## src/hw/rtl/oanc_pkg.sv

```systemverilog
// Shared types, codes and lookup functions for the obstacle avoidance navigation controller.
package oanc_pkg;

	localparam int HIST_DEPTH = 8;
	localparam int PTR_W      = $clog2(HIST_DEPTH);
	localparam int CNT_W      = $clog2(HIST_DEPTH + 1);

	localparam logic [31:0] SCAN_TIMEOUT_MS = 32'd3000;
	localparam logic [9:0]  READING_RST     = 10'd999;
	localparam logic [10:0] SIDE_MARGIN_CM  = 11'd15;
	localparam logic [6:0]  MIN_TURN_SPEED  = 7'd30;
	localparam logic [6:0]  BACKUP_SPEED    = 7'd60;
	localparam logic [6:0]  BLOCKED_SPEED   = 7'd70;

	// Request codes.
	localparam logic [1:0] REQ_STEP  = 2'd0;
	localparam logic [1:0] REQ_START = 2'd1;
	localparam logic [1:0] REQ_STOP  = 2'd2;

	// Motor commands.
	localparam logic [2:0] MOTOR_KEEP  = 3'd0;
	localparam logic [2:0] MOTOR_FWD   = 3'd1;
	localparam logic [2:0] MOTOR_STOP  = 3'd2;
	localparam logic [2:0] MOTOR_REV   = 3'd3;
	localparam logic [2:0] MOTOR_LEFT  = 3'd4;
	localparam logic [2:0] MOTOR_RIGHT = 3'd5;

	// Servo commands.
	localparam logic [1:0] SERVO_KEEP   = 2'd0;
	localparam logic [1:0] SERVO_LEFT   = 2'd1;
	localparam logic [1:0] SERVO_CENTRE = 2'd2;
	localparam logic [1:0] SERVO_RIGHT  = 2'd3;

	// Mode codes as seen on the nav_mode output.
	localparam logic [2:0] MODE_IDLE  = 3'd0;
	localparam logic [2:0] MODE_NAV   = 3'd1;
	localparam logic [2:0] MODE_ALERT = 3'd2;
	localparam logic [2:0] MODE_CRIT  = 3'd3;
	localparam logic [2:0] MODE_SCAN  = 3'd4;
	localparam logic [2:0] MODE_TURN  = 3'd5;
	localparam logic [2:0] MODE_BACK  = 3'd6;
	localparam logic [2:0] MODE_ESC   = 3'd7;

	// Decision codes.
	localparam logic [4:0] DEC_NONE         = 5'd0;
	localparam logic [4:0] DEC_START_DRIVE  = 5'd1;
	localparam logic [4:0] DEC_ALL_FREE     = 5'd2;
	localparam logic [4:0] DEC_ENTER_ALERT  = 5'd3;
	localparam logic [4:0] DEC_OBSTACLE     = 5'd4;
	localparam logic [4:0] DEC_ALERT        = 5'd5;
	localparam logic [4:0] DEC_CRITICAL     = 5'd6;
	localparam logic [4:0] DEC_SCAN_TIMEOUT = 5'd7;
	localparam logic [4:0] DEC_ALL_BLOCKED  = 5'd8;
	localparam logic [4:0] DEC_CENTRE_FREE  = 5'd9;
	localparam logic [4:0] DEC_GO_LEFT      = 5'd10;
	localparam logic [4:0] DEC_GO_RIGHT     = 5'd11;
	localparam logic [4:0] DEC_RIGHT_DEFLT  = 5'd12;
	localparam logic [4:0] DEC_TRAPPED      = 5'd13;
	localparam logic [4:0] DEC_NAV_AFTER    = 5'd14;
	localparam logic [4:0] DEC_RESCAN       = 5'd15;
	localparam logic [4:0] DEC_ESCAPE_DONE  = 5'd16;

	// Configuration register indexes.
	localparam logic [2:0] REG_SPEED_PRESET = 3'd0;
	localparam logic [2:0] REG_SAFE_DIST    = 3'd1;
	localparam logic [2:0] REG_ALERT_DIST   = 3'd2;
	localparam logic [2:0] REG_CRIT_DIST    = 3'd3;
	localparam logic [2:0] REG_BLOCKED_DIST = 3'd4;
	localparam logic [2:0] REG_TURN_TIME    = 3'd5;
	localparam logic [2:0] REG_BACKUP_TIME  = 3'd6;
	localparam logic [2:0] REG_SCAN_SETTLE  = 3'd7;

	// Turn ring slot codes.
	typedef logic [1:0] turn_t;
	localparam turn_t SLOT_LEFT   = 2'd0;
	localparam turn_t SLOT_RIGHT  = 2'd1;
	localparam turn_t SLOT_CENTRE = 2'd2;
	localparam turn_t SLOT_EMPTY  = 2'd3;

	typedef enum logic [7:0] {
		ST_IDLE  = 8'b0000_0001,
		ST_NAV   = 8'b0000_0010,
		ST_ALERT = 8'b0000_0100,
		ST_CRIT  = 8'b0000_1000,
		ST_SCAN  = 8'b0001_0000,
		ST_TURN  = 8'b0010_0000,
		ST_BACK  = 8'b0100_0000,
		ST_ESC   = 8'b1000_0000
	} nav_state_t;

	typedef enum logic [3:0] {
		PH_INIT    = 4'b0001,
		PH_WLEFT   = 4'b0010,
		PH_WCENTRE = 4'b0100,
		PH_WRIGHT  = 4'b1000
	} scan_phase_t;

	typedef struct packed {
		logic [1:0]  speed_preset;
		logic [9:0]  safe_distance_cm;
		logic [9:0]  alert_distance_cm;
		logic [9:0]  critical_distance_cm;
		logic [9:0]  blocked_distance_cm;
		logic [15:0] turn_time_ms;
		logic [15:0] backup_time_ms;
		logic [15:0] scan_settle_ms;
	} cfg_t;

	typedef struct packed {
		logic [1:0]  req_type;
		logic        auto_mode_selected;
		logic [9:0]  distance_cm;
		logic [31:0] now_ms;
	} item_t;

	typedef struct packed {
		logic [2:0] motor_cmd;
		logic [6:0] motor_speed_pct;
		logic [1:0] servo_cmd;
		logic [2:0] nav_mode;
		logic [4:0] decision;
		logic [6:0] free_space_pct;
	} result_t;

	typedef struct packed {
		logic  clear;
		logic  record;
		turn_t dir;
	} hist_cmd_t;

	function automatic logic [2:0] mode_code(nav_state_t s);
		logic [2:0] c;
		unique case (s)
			ST_IDLE:  c = MODE_IDLE;
			ST_NAV:   c = MODE_NAV;
			ST_ALERT: c = MODE_ALERT;
			ST_CRIT:  c = MODE_CRIT;
			ST_SCAN:  c = MODE_SCAN;
			ST_TURN:  c = MODE_TURN;
			ST_BACK:  c = MODE_BACK;
			ST_ESC:   c = MODE_ESC;
			default:  c = MODE_IDLE;
		endcase
		return c;
	endfunction

	// Speed by distance zone; the floors of 15 and 10 percent are already folded in.
	function automatic logic [6:0] adaptive_speed(logic [9:0] d, cfg_t cfg);
		logic [6:0] top, s80, s50, s30, sp;
		unique case (cfg.speed_preset)
			2'd2: begin
				top = 7'd50; s80 = 7'd40; s50 = 7'd25; s30 = 7'd15;
			end
			2'd3: begin
				top = 7'd80; s80 = 7'd64; s50 = 7'd40; s30 = 7'd24;
			end
			default: begin
				top = 7'd30; s80 = 7'd24; s50 = 7'd15; s30 = 7'd10;
			end
		endcase
		priority if (d >= cfg.safe_distance_cm) sp = top;
		else if (d >= cfg.alert_distance_cm) sp = s80;
		else if (d >= cfg.critical_distance_cm) sp = s50;
		else sp = s30;
		return sp;
	endfunction

	function automatic logic [6:0] free_space(logic [9:0] d, cfg_t cfg);
		logic [6:0] f;
		priority if (d >= cfg.safe_distance_cm) f = 7'd100;
		else if (d >= cfg.alert_distance_cm) f = 7'd75;
		else if (d >= cfg.critical_distance_cm) f = 7'd50;
		else if (d >= cfg.blocked_distance_cm) f = 7'd25;
		else f = 7'd0;
		return f;
	endfunction

endpackage

```

## src/hw/rtl/oanc_cfg.sv

```systemverilog
// Configuration register file with reset defaults.
module oanc_cfg (
	input  logic             clk,
	input  logic             arst_n,
	input  logic             cfg_we,
	input  logic [2:0]       cfg_index,
	input  logic [15:0]      cfg_data,
	output oanc_pkg::cfg_t   cfg
);

	oanc_pkg::cfg_t cfg_q;

	always_ff @(posedge clk or negedge arst_n) begin
		if (!arst_n) begin
			cfg_q.speed_preset         <= 2'd2;
			cfg_q.safe_distance_cm     <= 10'd45;
			cfg_q.alert_distance_cm    <= 10'd30;
			cfg_q.critical_distance_cm <= 10'd15;
			cfg_q.blocked_distance_cm  <= 10'd8;
			cfg_q.turn_time_ms         <= 16'd350;
			cfg_q.backup_time_ms       <= 16'd400;
			cfg_q.scan_settle_ms       <= 16'd120;
		end else if (cfg_we) begin
			unique case (cfg_index)
				oanc_pkg::REG_SPEED_PRESET: cfg_q.speed_preset         <= cfg_data[1:0];
				oanc_pkg::REG_SAFE_DIST:    cfg_q.safe_distance_cm     <= cfg_data[9:0];
				oanc_pkg::REG_ALERT_DIST:   cfg_q.alert_distance_cm    <= cfg_data[9:0];
				oanc_pkg::REG_CRIT_DIST:    cfg_q.critical_distance_cm <= cfg_data[9:0];
				oanc_pkg::REG_BLOCKED_DIST: cfg_q.blocked_distance_cm  <= cfg_data[9:0];
				oanc_pkg::REG_TURN_TIME:    cfg_q.turn_time_ms         <= cfg_data;
				oanc_pkg::REG_BACKUP_TIME:  cfg_q.backup_time_ms       <= cfg_data;
				oanc_pkg::REG_SCAN_SETTLE:  cfg_q.scan_settle_ms       <= cfg_data;
				default: ;
			endcase
		end
	end

	assign cfg = cfg_q;

endmodule

```

## src/hw/rtl/oanc_hist.sv

```systemverilog
// Ring of recent turns with the trapped-vehicle test.
module oanc_hist (
	input  logic                 clk,
	input  logic                 arst_n,
	input  oanc_pkg::hist_cmd_t  cmd,
	output logic                 trapped
);

	oanc_pkg::turn_t                ring_q [oanc_pkg::HIST_DEPTH];
	logic [oanc_pkg::PTR_W-1:0]     ptr_q;
	logic [oanc_pkg::CNT_W-1:0]     n_left;
	logic [oanc_pkg::CNT_W-1:0]     n_right;

	always_ff @(posedge clk or negedge arst_n) begin
		if (!arst_n) begin
			for (int i = 0; i < oanc_pkg::HIST_DEPTH; i++) begin
				ring_q[i] <= oanc_pkg::SLOT_EMPTY;
			end
			ptr_q <= '0;
		end else if (cmd.clear) begin
			for (int i = 0; i < oanc_pkg::HIST_DEPTH; i++) begin
				ring_q[i] <= oanc_pkg::SLOT_EMPTY;
			end
			ptr_q <= '0;
		end else if (cmd.record) begin
			ring_q[ptr_q] <= cmd.dir;
			if (ptr_q == oanc_pkg::PTR_W'(oanc_pkg::HIST_DEPTH - 1)) begin
				ptr_q <= '0;
			end else begin
				ptr_q <= ptr_q + 1'b1;
			end
		end
	end

	// Only left and right slots count; centre-blocked and empty slots do not.
	always_comb begin
		n_left  = '0;
		n_right = '0;
		for (int i = 0; i < oanc_pkg::HIST_DEPTH; i++) begin
			n_left  = n_left + oanc_pkg::CNT_W'(ring_q[i] == oanc_pkg::SLOT_LEFT);
			n_right = n_right + oanc_pkg::CNT_W'(ring_q[i] == oanc_pkg::SLOT_RIGHT);
		end
	end

	assign trapped = (n_left >= oanc_pkg::CNT_W'(3)) || (n_right >= oanc_pkg::CNT_W'(3));

endmodule

```

## src/hw/rtl/oanc_nav.sv

```systemverilog
// Navigation mode machine: per-tick decision logic and the mode state registers.
module oanc_nav (
	input  logic                 clk,
	input  logic                 arst_n,
	input  logic                 adv,
	input  oanc_pkg::cfg_t       cfg,
	input  oanc_pkg::item_t      item,
	input  logic                 trapped,
	output oanc_pkg::hist_cmd_t  hist_cmd,
	output oanc_pkg::result_t    res
);

	oanc_pkg::nav_state_t  state_q, state_d;
	oanc_pkg::scan_phase_t phase_q, phase_d;
	logic                  active_q, active_d;
	logic [31:0]           scan_begin_q, scan_begin_d;
	logic [31:0]           settle_begin_q, settle_begin_d;
	logic [31:0]           action_begin_q, action_begin_d;
	logic [9:0]            left_q, left_d;
	logic [9:0]            centre_q, centre_d;

	logic [2:0]            mc;
	logic [6:0]            sp;
	logic [1:0]            sv;
	logic [4:0]            dec;
	logic [6:0]            v;
	logic [6:0]            v_turn;
	logic [9:0]            d;
	logic [31:0]           now;
	logic [31:0]           scan_el;
	logic [31:0]           settle_el;
	logic [31:0]           action_el;
	logic                  clr;
	logic                  rec;
	oanc_pkg::turn_t       rec_dir;

	assign d         = item.distance_cm;
	assign now       = item.now_ms;
	assign v         = oanc_pkg::adaptive_speed(d, cfg);
	assign v_turn    = (v < oanc_pkg::MIN_TURN_SPEED) ? oanc_pkg::MIN_TURN_SPEED : v;
	assign scan_el   = now - scan_begin_q;
	assign settle_el = now - settle_begin_q;
	assign action_el = now - action_begin_q;

	always_comb begin
		mc             = oanc_pkg::MOTOR_KEEP;
		sp             = '0;
		sv             = oanc_pkg::SERVO_KEEP;
		dec            = oanc_pkg::DEC_NONE;
		state_d        = state_q;
		phase_d        = phase_q;
		active_d       = active_q;
		scan_begin_d   = scan_begin_q;
		settle_begin_d = settle_begin_q;
		action_begin_d = action_begin_q;
		left_d         = left_q;
		centre_d       = centre_q;
		clr            = 1'b0;
		rec            = 1'b0;
		rec_dir        = oanc_pkg::SLOT_EMPTY;

		if (item.req_type == oanc_pkg::REQ_START) begin
			active_d = 1'b1;
			state_d  = oanc_pkg::ST_IDLE;
			clr      = 1'b1;
			mc       = oanc_pkg::MOTOR_STOP;
			sv       = oanc_pkg::SERVO_CENTRE;
		end else if (item.req_type == oanc_pkg::REQ_STOP) begin
			active_d = 1'b0;
			state_d  = oanc_pkg::ST_IDLE;
			mc       = oanc_pkg::MOTOR_STOP;
			sv       = oanc_pkg::SERVO_CENTRE;
		end else if (item.req_type == oanc_pkg::REQ_STEP && item.auto_mode_selected &&
				active_q) begin
			unique case (state_q)
				oanc_pkg::ST_IDLE: begin
					sv      = oanc_pkg::SERVO_CENTRE;
					mc      = oanc_pkg::MOTOR_FWD;
					sp      = v;
					dec     = oanc_pkg::DEC_START_DRIVE;
					state_d = oanc_pkg::ST_NAV;
				end
				oanc_pkg::ST_NAV: begin
					priority if (d > cfg.safe_distance_cm) begin
						mc  = oanc_pkg::MOTOR_FWD;
						sp  = v;
						dec = oanc_pkg::DEC_ALL_FREE;
					end else if (d > cfg.alert_distance_cm) begin
						mc      = oanc_pkg::MOTOR_FWD;
						sp      = v;
						dec     = oanc_pkg::DEC_ENTER_ALERT;
						state_d = oanc_pkg::ST_ALERT;
					end else if (d > cfg.critical_distance_cm) begin
						state_d = oanc_pkg::ST_CRIT;
					end else begin
						mc           = oanc_pkg::MOTOR_STOP;
						dec          = oanc_pkg::DEC_OBSTACLE;
						state_d      = oanc_pkg::ST_SCAN;
						phase_d      = oanc_pkg::PH_INIT;
						scan_begin_d = now;
					end
				end
				oanc_pkg::ST_ALERT: begin
					priority if (d > cfg.alert_distance_cm) begin
						state_d = oanc_pkg::ST_NAV;
					end else if (d <= cfg.critical_distance_cm) begin
						state_d = oanc_pkg::ST_CRIT;
					end else begin
						mc  = oanc_pkg::MOTOR_FWD;
						sp  = v;
						dec = oanc_pkg::DEC_ALERT;
					end
				end
				oanc_pkg::ST_CRIT: begin
					priority if (d > cfg.alert_distance_cm) begin
						state_d = (d > cfg.safe_distance_cm) ? oanc_pkg::ST_NAV
							: oanc_pkg::ST_ALERT;
					end else if (d > cfg.critical_distance_cm) begin
						mc  = oanc_pkg::MOTOR_FWD;
						sp  = v;
						dec = oanc_pkg::DEC_CRITICAL;
					end else begin
						mc           = oanc_pkg::MOTOR_STOP;
						state_d      = oanc_pkg::ST_SCAN;
						phase_d      = oanc_pkg::PH_INIT;
						scan_begin_d = now;
					end
				end
				oanc_pkg::ST_SCAN: begin
					priority if (scan_el > oanc_pkg::SCAN_TIMEOUT_MS) begin
						mc             = oanc_pkg::MOTOR_REV;
						sp             = oanc_pkg::BACKUP_SPEED;
						dec            = oanc_pkg::DEC_SCAN_TIMEOUT;
						state_d        = oanc_pkg::ST_BACK;
						action_begin_d = now;
						phase_d        = oanc_pkg::PH_INIT;
					end else if (phase_q == oanc_pkg::PH_INIT) begin
						mc             = oanc_pkg::MOTOR_STOP;
						sv             = oanc_pkg::SERVO_LEFT;
						settle_begin_d = now;
						phase_d        = oanc_pkg::PH_WLEFT;
					end else if (settle_el < {16'd0, cfg.scan_settle_ms}) begin
						// Servo still settling: hold everything.
					end else if (phase_q == oanc_pkg::PH_WLEFT) begin
						left_d         = d;
						sv             = oanc_pkg::SERVO_CENTRE;
						settle_begin_d = now;
						phase_d        = oanc_pkg::PH_WCENTRE;
					end else if (phase_q == oanc_pkg::PH_WCENTRE) begin
						centre_d       = d;
						sv             = oanc_pkg::SERVO_RIGHT;
						settle_begin_d = now;
						phase_d        = oanc_pkg::PH_WRIGHT;
					end else begin
						sv      = oanc_pkg::SERVO_CENTRE;
						phase_d = oanc_pkg::PH_INIT;
						priority if (left_q < cfg.blocked_distance_cm &&
								centre_q < cfg.blocked_distance_cm &&
								d < cfg.blocked_distance_cm) begin
							mc             = oanc_pkg::MOTOR_REV;
							sp             = oanc_pkg::BLOCKED_SPEED;
							dec            = oanc_pkg::DEC_ALL_BLOCKED;
							state_d        = oanc_pkg::ST_BACK;
							action_begin_d = now;
							rec            = 1'b1;
							rec_dir        = oanc_pkg::SLOT_CENTRE;
						end else if (centre_q >= cfg.critical_distance_cm) begin
							mc      = oanc_pkg::MOTOR_FWD;
							sp      = v;
							dec     = oanc_pkg::DEC_CENTRE_FREE;
							state_d = oanc_pkg::ST_NAV;
						end else if ({1'b0, left_q} > {1'b0, d} + oanc_pkg::SIDE_MARGIN_CM)
								begin
							mc             = oanc_pkg::MOTOR_LEFT;
							sp             = v_turn;
							dec            = oanc_pkg::DEC_GO_LEFT;
							rec            = 1'b1;
							rec_dir        = oanc_pkg::SLOT_LEFT;
							state_d        = oanc_pkg::ST_TURN;
							action_begin_d = now;
						end else begin
							mc             = oanc_pkg::MOTOR_RIGHT;
							sp             = v_turn;
							dec            = ({1'b0, d} > {1'b0, left_q} +
								oanc_pkg::SIDE_MARGIN_CM) ? oanc_pkg::DEC_GO_RIGHT
								: oanc_pkg::DEC_RIGHT_DEFLT;
							rec            = 1'b1;
							rec_dir        = oanc_pkg::SLOT_RIGHT;
							state_d        = oanc_pkg::ST_TURN;
							action_begin_d = now;
						end
					end
				end
				oanc_pkg::ST_TURN: begin
					if (action_el >= {16'd0, cfg.turn_time_ms}) begin
						if (trapped) begin
							mc             = oanc_pkg::MOTOR_STOP;
							dec            = oanc_pkg::DEC_TRAPPED;
							state_d        = oanc_pkg::ST_ESC;
							action_begin_d = now;
						end else begin
							mc      = oanc_pkg::MOTOR_FWD;
							sp      = v;
							dec     = oanc_pkg::DEC_NAV_AFTER;
							state_d = oanc_pkg::ST_NAV;
						end
					end
				end
				oanc_pkg::ST_BACK: begin
					if (action_el >= {16'd0, cfg.backup_time_ms}) begin
						mc           = oanc_pkg::MOTOR_STOP;
						dec          = oanc_pkg::DEC_RESCAN;
						state_d      = oanc_pkg::ST_SCAN;
						phase_d      = oanc_pkg::PH_INIT;
						scan_begin_d = now;
					end
				end
				oanc_pkg::ST_ESC: begin
					if (action_el >= {15'd0, cfg.turn_time_ms, 1'b0}) begin
						mc      = oanc_pkg::MOTOR_FWD;
						sp      = v;
						dec     = oanc_pkg::DEC_ESCAPE_DONE;
						state_d = oanc_pkg::ST_NAV;
						clr     = 1'b1;
					end
				end
				default: ;
			endcase
		end
	end

	always_ff @(posedge clk or negedge arst_n) begin
		if (!arst_n) begin
			state_q        <= oanc_pkg::ST_IDLE;
			phase_q        <= oanc_pkg::PH_INIT;
			active_q       <= 1'b0;
			scan_begin_q   <= '0;
			settle_begin_q <= '0;
			action_begin_q <= '0;
			left_q         <= oanc_pkg::READING_RST;
			centre_q       <= oanc_pkg::READING_RST;
		end else if (adv) begin
			state_q        <= state_d;
			phase_q        <= phase_d;
			active_q       <= active_d;
			scan_begin_q   <= scan_begin_d;
			settle_begin_q <= settle_begin_d;
			action_begin_q <= action_begin_d;
			left_q         <= left_d;
			centre_q       <= centre_d;
		end
	end

	assign hist_cmd.clear  = adv & clr;
	assign hist_cmd.record = adv & rec;
	assign hist_cmd.dir    = rec_dir;

	assign res.motor_cmd       = mc;
	assign res.motor_speed_pct = sp;
	assign res.servo_cmd       = sv;
	assign res.nav_mode        = oanc_pkg::mode_code(state_d);
	assign res.decision        = dec;
	assign res.free_space_pct  = oanc_pkg::free_space(d, cfg);

endmodule

```

## src/hw/rtl/obstacle_avoid_nav_controller.sv

```systemverilog
// Top level of the obstacle avoidance navigation controller.
//
//   Channel  | Handshake                    | Payload
//   ---------+------------------------------+------------------------------------------
//   in       | in_valid / in_ready          | req_type, auto_mode_selected,
//            |                              | distance_cm, now_ms
//   out      | out_valid / out_ready        | motor_cmd, motor_speed_pct, servo_cmd,
//            |                              | nav_mode, decision, free_space_pct
//   cfg      | cfg_we (no wait)             | cfg_index, cfg_data
//
// A tick is registered on transfer into the input stage; it is then decided and its
// result lands in the output register when the tick moves on from the input stage.
// One tick per cycle is sustained: the input stage empties into the output register
// whenever that register is empty or is being taken in the same cycle.
// The mode state, scan readings and turn ring update exactly when a tick moves from
// the input stage to the output register, so each tick sees the state left by the one
// before it. A stalled output holds both stages; in_ready drops only then.
// Reset (arst_n low) empties both stages and loads the registers and mode state with
// their defaults; no clearing pass follows.
module obstacle_avoid_nav_controller (
	input  logic        clk,
	input  logic        arst_n,

	input  logic        in_valid,
	output logic        in_ready,
	input  logic [1:0]  req_type,
	input  logic        auto_mode_selected,
	input  logic [9:0]  distance_cm,
	input  logic [31:0] now_ms,

	output logic        out_valid,
	input  logic        out_ready,
	output logic [2:0]  motor_cmd,
	output logic [6:0]  motor_speed_pct,
	output logic [1:0]  servo_cmd,
	output logic [2:0]  nav_mode,
	output logic [4:0]  decision,
	output logic [6:0]  free_space_pct,

	input  logic        cfg_we,
	input  logic [2:0]  cfg_index,
	input  logic [15:0] cfg_data
);

	oanc_pkg::cfg_t      cfg;
	oanc_pkg::item_t     item_s1;
	logic                valid_s1;
	oanc_pkg::result_t   res;
	oanc_pkg::result_t   res_s2;
	logic                valid_s2;
	oanc_pkg::hist_cmd_t hist_cmd;
	logic                trapped;
	logic                adv;

	// The tick in the input stage moves on when the output register is free or is
	// being taken by the consumer in this same cycle.
	assign adv      = valid_s1 && (!valid_s2 || out_ready);
	assign in_ready = !valid_s1 || adv;

	always_ff @(posedge clk or negedge arst_n) begin
		if (!arst_n) begin
			valid_s1 <= 1'b0;
		end else if (in_ready) begin
			valid_s1 <= in_valid;
		end
	end

	// Input payload: loaded on every transfer; no reset needed.
	always_ff @(posedge clk) begin
		if (in_valid && in_ready) begin
			item_s1.req_type           <= req_type;
			item_s1.auto_mode_selected <= auto_mode_selected;
			item_s1.distance_cm        <= distance_cm;
			item_s1.now_ms             <= now_ms;
		end
	end

	oanc_cfg u_cfg (
		.clk       (clk),
		.arst_n    (arst_n),
		.cfg_we    (cfg_we),
		.cfg_index (cfg_index),
		.cfg_data  (cfg_data),
		.cfg       (cfg)
	);

	oanc_hist u_hist (
		.clk     (clk),
		.arst_n  (arst_n),
		.cmd     (hist_cmd),
		.trapped (trapped)
	);

	oanc_nav u_nav (
		.clk      (clk),
		.arst_n   (arst_n),
		.adv      (adv),
		.cfg      (cfg),
		.item     (item_s1),
		.trapped  (trapped),
		.hist_cmd (hist_cmd),
		.res      (res)
	);

	always_ff @(posedge clk or negedge arst_n) begin
		if (!arst_n) begin
			valid_s2 <= 1'b0;
		end else if (adv) begin
			valid_s2 <= 1'b1;
		end else if (out_ready) begin
			valid_s2 <= 1'b0;
		end
	end

	always_ff @(posedge clk) begin
		if (adv) begin
			res_s2 <= res;
		end
	end

	assign out_valid       = valid_s2;
	assign motor_cmd       = res_s2.motor_cmd;
	assign motor_speed_pct = res_s2.motor_speed_pct;
	assign servo_cmd       = res_s2.servo_cmd;
	assign nav_mode        = res_s2.nav_mode;
	assign decision        = res_s2.decision;
	assign free_space_pct  = res_s2.free_space_pct;

endmodule

```

## config.mk

```make
export PLATFORM = sky130hd
export DESIGN_NAME = obstacle_avoid_nav_controller
export DESIGN_NICKNAME = d
export VERILOG_FILES = /design/src/hw/rtl/oanc_pkg.sv /design/src/hw/rtl/oanc_cfg.sv /design/src/hw/rtl/oanc_hist.sv /design/src/hw/rtl/oanc_nav.sv /design/src/hw/rtl/obstacle_avoid_nav_controller.sv
export SDC_FILE = /design/constraint.sdc
export NUM_CORES = 1
export LEC_CHECK = 0
export BUFFER_PORTS_ARGS = -buffer_cell sky130_fd_sc_hd__clkbuf_2
export CORE_ASPECT_RATIO = 1.4
export CORE_UTILIZATION = 60
export DETAILED_ROUTE_END_ITERATION = 8
export GPL_TIMING_DRIVEN = 0
export HOLD_SLACK_MARGIN = 0.1
export PLACE_DENSITY = 0.76
export SLEW_MARGIN = 10
export SYNTH_ARGS = -nofsm -noshare
export SYNTH_HDL_FRONTEND = slang
export SYNTH_HIERARCHICAL = 1
export SYNTH_SLANG_ARGS = --single-unit
```

## constraint.sdc

```tcl
create_clock -name clk -period 8.2 [get_ports clk]
set_input_delay 1.64 -clock clk [delete_from_list [all_inputs] [get_ports clk]]
set_output_delay 1.64 -clock clk [all_outputs]
set_load 0.005 [all_outputs]
```

# Word level (Yosys, flattened, before mapping)
# Index checks and enable logic that the tools add are counted.
# totals
register_bits	312
in_bits	69
elab_cells	360
# classes
n_reduce_logical	47
mux	170
bitwise_logic	10
magnitude_cmp	24
addsub	20
n_eq_ne	49
# ops
operator	n
32-bit two-way mux	17
8-bit two-way mux	19
7-bit two-way mux	19
32-bit case mux with 3 select lines	1
32-bit subtractor	3
5-bit two-way mux	16
32-bit by 16-bit >= comparator with 1-bit output	2
32-bit case mux with 2 select lines	1
8-bit case mux with 8 select lines	1
3-bit two-way mux	20
10-bit >= comparator	5
7-bit case mux with 7 select lines	1
4-bit by 1-bit adder with 4-bit output	12
2-bit two-way mux	23
4-bit two-way mux	10
5-bit case mux with 8 select lines	1
32-bit by 17-bit >= comparator with 1-bit output	1
32-bit by 12-bit greater-than comparator with 1-bit output, second input constant	1
32-bit by 16-bit < comparator with 1-bit output	1
16-bit two-way mux	2
10-bit greater-than comparator	3
10-bit < comparator	3
7-bit case mux with 2 select lines	2
1-bit two-way mux	25
other kinds (57)	131

# Logic depth before layout (Yosys ltp)
# logic_depth
word_depth	18
depth_mapped	25

# By module
# Netlist, hierarchy kept.
# modules_own_cells
mod	n_inst	area_per_inst_um2	cells_per_inst
oanc_nav	1	17118.9	2244
oanc_cfg	1	3731.1	199
obstacle_avoid_nav_controller	1	2265.9	80
oanc_hist	1	1338.8	122

# Least setup slack after synthesis
# No wires, ideal clock.
# synth_path
kind	register -> register
from	reg item_s1[1] (netlist name)
to	reg res_s2, in the netlist nav_mode[0] (data pin)
t_arrival_ns	5.301
t_required_ns	8.054
setup_ns	0.146
path_slack_ns	2.753
path_stages_with_launch	22
n_path_buf	1
path_cell_list	edfxtp_1 inv_1 fa_1 and2b_4 o2111ai_4 a2111oi_4 nor2_1 xnor2_1 ha_1 nand4_1 inv_1 a221oi_1 o211ai_1 a211o_1 or4b_1 or4_1 buf_2 and3_4 nand4_4 nand3_2 or4b_1 a21oi_1
# synth_rtl
item	line	source
start, declared	obstacle_avoid_nav_controller.sv:46	oanc_pkg::item_t item_s1;
end signal, assigned	obstacle_avoid_nav_controller.sv:117	res_s2 <= res;
end, declared	obstacle_avoid_nav_controller.sv:49	oanc_pkg::result_t res_s2;

# Worst setup path in the final report
# layout_path
from	reg item_s1[4] (netlist name)
to	reg u_nav.action_begin_q[3]
# layout_via
elab_chain_len	4
# layout_rtl
item	line	source
32-bit subtractor (on tied branches)	oanc_nav.sv:41, oanc_nav.sv:42, oanc_nav.sv:43	
32-bit by 12-bit greater-than comparator with 1-bit output, or another cell as far along	oanc_nav.sv:130	priority if (scan_el > oanc_pkg::SCAN_TIMEOUT_MS) begin
4-bit by 2-bit inequality test with 1-bit output (no line), or another cell as far along	-	
12-bit AND reduction (no line) / 32-bit case mux with 2 select lines (equally long branches)	-	
end signal, assigned	oanc_nav.sv:248	action_begin_q <= action_begin_d;
end, declared	oanc_nav.sv:18	logic [31:0] action_begin_q, action_begin_d;
# Several ways; a longest one is shown, not always the timed one.
# A chain may end at the register's enable or synchronous reset.

==> results.json <==
{
  "grtUsageMet1": 0.3574,
  "use_met3": 0.03607,
  "synth-simple-area-share": 0.1634,
  "num_antenna_cells": 0,
  "clockBufferDepth": 3,
  "yosysWarnings": 6,
  "tightest_slew_ps": 1340,
  "hold_viol": 0,
  "cpMostUsedCell": "a21oi_1",
  "synth_mux_area_frac": 0.08278,
  "crit_end": "u_nav/action_begin_q[3]",
  "ctsResizeCount": 0,
  "htree_levels": 2,
  "postCtsSetupRepairBufs": 0,
  "nFillCells": 3308,
  "worstPathArrival_ps": 7840,
  "timing.final.crit_share": 0.9047,
  "critPathMaxFanout": 10,
  "powerDensity_nw_per_um2": 172.5,
  "dp_slack_ps": 1097,
  "critPathRequiredTime_ps": 8620,
  "clock_skew_ps": 17.52,
  "ys_seq_area_frac": 0.3371,
  "critPathTopFamily": "compound AO/OA/AOI/OAI gates",
  "r2r_end": "u_nav/action_begin_q[3]",
  "rr_startpoint": "item_s1[4]",
  "cts_hold_buf": 0,
  "die_h_um": 240.9,
  "rows": 87,
  "synth_edf_count": 72,
  "critical_path.startpoint": "item_s1[4]",
  "async_flop_share": 0.7692,
  "drt_iter0_drc": 1303,
  "utilization": 0.6660,
  "leakage_nw": 12.13,
  "core_um2": 40280,
  "hp-class": "register to register",
  "use_met2": 0.6724,
  "outcome": "completed",
  "grt_pass1_wl_mm": 114.0,
  "syn_avg_cell_area_um2": 9.246,
  "cts_tree": "built",
  "first_global_vias": 21680,
  "peakVddDrop_v": 0.0001634,
  "critPathLaunchType": "register",
  "netlist_area_um2": 24450,
  "path_class": "register to register",
  "die_w_um": 172.6,
  "cts_buffers": 34,
  "whs_path_depth": 1,
  "via_per_inst": 6.364,
  "syn2layout_area_growth_pct": 9.680,
  "yosys.area_share.adder": 0.1400,
  "track_usage": 0.3509,
  "busiest_layer": "met2",
  "grt_start_max_net_pins": 90,
  "synth_nets": 2981,
  "finalWirelength_mm": 73.27,
  "cts.sinks": 312,
  "path_buf_inv": 1,
  "crit_slowest_cell": "nor4_1",
  "cts.clk_slew.worst_paths_ps": 60,
  "synth_xor_area_frac": 0.02507,
  "avgRoutedWirePerCell_um": 21.95,
  "gr-total-overflow": 0,
  "start_util": 0.6072,
  "slew-limit-headroom": 0.09814,
  "maxCapViolCount": 0,
  "crit_chain": "ha_1, a21o_1, a31o_2, o21ai_0, a21oi_1, xor2_1, ha_1, a21o_1, a21oi_1, o22ai_1, nor2_1, o211ai_1, a211o_1, or4b_1, nor4_1, nor3_1, a21oi_1, nor2_1, o211ai_1, buf_2, mux2_2",
  "synth_cell_types": 108,
  "timing.final.crit_period_ps": 7419,
  "num_vias": 21240,
  "synth_compound_area_frac": 0.1964,
  "setup_viol": 0,
  "antenna_found_initial": 0,
  "final.setup.worst_slack_ps": 781.5,
  "synthCells": 2645,
  "io_buffers": 93,
  "drt_pass1_iterations": 6,
  "path_depth": 21,
  "place_congestion": 0.9903,
  "reg2regPathDepth": 21,
  "r2r_setup_slack_ps": 780,
  "ios": 98,
  "cts-root-buf": "clkbuf_16",
  "final_net_count": 3114,
  "drv_slew": 0,
  "critPathCaptureType": "register",
  "synth_top_family_by_area": "compound AO/OA/AOI/OAI gates",
  "clk_latency_ps": 540,
  "tns_ps": 0,
  "drive_above_1_share": 0.1601,
  "ys_seq_elements": 312,
  "max_freq_ghz": 0.1348,
  "drc_errors": 0,
  "hpwl_mm": 57.03,
  "synth_flop_cell": "dfrtp_1",
  "rsz0062_at_grt": "false",
  "ant_nets": 0,
  "slowest_delay_ps": 760,
  "dieArea_um2": 41580
}
-- sequential cells by signal (all words and copies together), names as in the netlist, 8 cells and up --
name                  cells
u_nav/settle_begin_q     32
u_nav/centre_q           10
u_cfg/cfg                90
u_hist/ring_q            16
u_nav/scan_begin_q       32
u_nav/left_q             10
item_s1                  45
u_nav/state_q             8
u_nav/action_begin_q     32
-- cell usage in the layout, fill, tap and decap left out, drive strengths merged, types with 15 or more instances in the layout --
master | Yosys | final
mux2i | 17 | 17
a211oi | 26 | 26
inv | 242 | 249
nor2b | 27 | 27
a21oi | 191 | 191
xor2 | 31 | 31
or2 | 19 | 19
nand4 | 52 | 52
dfstp | 61 | 61
a211o | 21 | 21
nand3 | 46 | 46
nor4 | 24 | 24
nor3 | 51 | 51
a21o | 59 | 59
mux2 | 148 | 148
buf | 27 | 31
nor2 | 154 | 154
edfxtp | 72 | 72
nand2b | 40 | 40
ha | 256 | 256
or3 | 25 | 25
xnor2 | 39 | 39
nand2 | 237 | 237
o21a | 44 | 44
a31oi | 27 | 27
and2 | 15 | 15
clkbuf | 60 | 196
dfrtp | 179 | 179
o21ai | 193 | 193
o211ai | 27 | 27
and3 | 26 | 26
-- per-layer routing --
metal  routed length [um]  up-vias  share of wire
li1                     -     9937              -
met1                26630    10320           0.36
met5                    0        -              0
met4                 5421        0          0.074
met2                38460      718           0.52
met3                 2760      266          0.038
-- worst register-to-register path, cell delays in order (launching register included) --
cell      delay, ps
edfxtp_1        550
ha_1            470
a21o_1          220
a31o_2          240
o21ai_0         450
a21oi_1         350
xor2_1          250
ha_1            350
a21o_1          190
a21oi_1         140
o22ai_1          90
nor2_1          150
o211ai_1        110
a211o_1         320
or4b_1          500
nor4_1          760
nor3_1          370
a21oi_1         220
nor2_1           70
o211ai_1        660
buf_2           470
mux2_2          400
-- layout make-up --
type	count	area [um2]	share of cell area
multi-input cells	2003	14860	0.5542
flip-flops and latches	312	8244	0.3074
clock buffers	43	924.6	0.03447
inverters	242	908.4	0.03387
well taps	534	668.1	0.02491
repair buffers	97	551.8	0.02057
plain buffers	88	444.2	0.01656
clock inverters	19	216.5	0.008070
-- synth_stat cells (12+ instances only) --
library cell	instances	area, um2
ha_1	256	3203
inv_1	242	908.4
nand2_1	237	889.6
a21oi_1	189	945.9
o21ai_0	188	940.9
dfrtp_1	179	4479
nor2_1	153	574.3
mux2_2	98	1104
edfxtp_1	72	2162
dfstp_2	61	1603
clkbuf_1	60	225.2
a21o_1	59	442.9
nor3_1	51	255.2
mux2_4	50	750.7
nand4_1	50	312.8
nand3_1	45	225.2
o21a_1	44	330.3
nand2b_1	40	250.2
xnor2_1	39	341.6
xor2_1	31	271.5
a31oi_1	27	168.9
nor2b_1	27	168.9
o211ai_1	27	202.7
a211oi_1	25	187.7
or3_1	25	156.4
and3_1	24	150.1
nor4_1	24	150.1
a211o_1	20	175.2
or2_2	19	118.9
mux2i_1	17	170.2
and2_1	13	81.33
a221oi_1	12	105.1
-- through the flow --
stage / std cells / total power, W / cell area (um2) / hold WS [ps]
floorplan: 2645 / 0.002664 / 24450 / 474.2
CTS: 3338 / 0.004632 / 26820 / 506.0
detailed placement: 3276 / 0.003035 / 25680 / 491.9
finish: 3338 / 0.004627 / 26820 / 503.2
global route: 3338 / 0.004842 / 26820 / 511.6
global placement: 3272 / 0.002963 / 25590 / 486.5
-- how the worst min path moves through the flow --
stage	from	slack (ps)	endpoint
floorplan	u_cfg/cfg[0]	470	u_cfg/cfg[0]
global placement	u_nav/action_begin_q[22]	490	u_nav/action_begin_q[22]
detailed placement	u_cfg/cfg[85]	490	u_cfg/cfg[85]
CTS	u_nav/action_begin_q[16]	510	u_nav/action_begin_q[16]
global route	u_nav/action_begin_q[18]	510	u_nav/action_begin_q[18]
finish	u_nav/action_begin_q[16]	500	u_nav/action_begin_q[16]
-- where the power goes --
group          total [W]  switching, W  internal [W]
Sequential       0.00187      0.000114       0.00176
Clock            0.00158      0.000671      0.000911
Combinational    0.00117      0.000679      0.000494
Total            0.00463       0.00146       0.00316
-- logic make-up after synthesis --
family          Yosys count
compound gates          730
xor+xnor                 70
fa+ha+maj               267
buf+inv                 330
flops                   312
mux                     165
simple gates            771
Power figures use the tool's default switching activity.
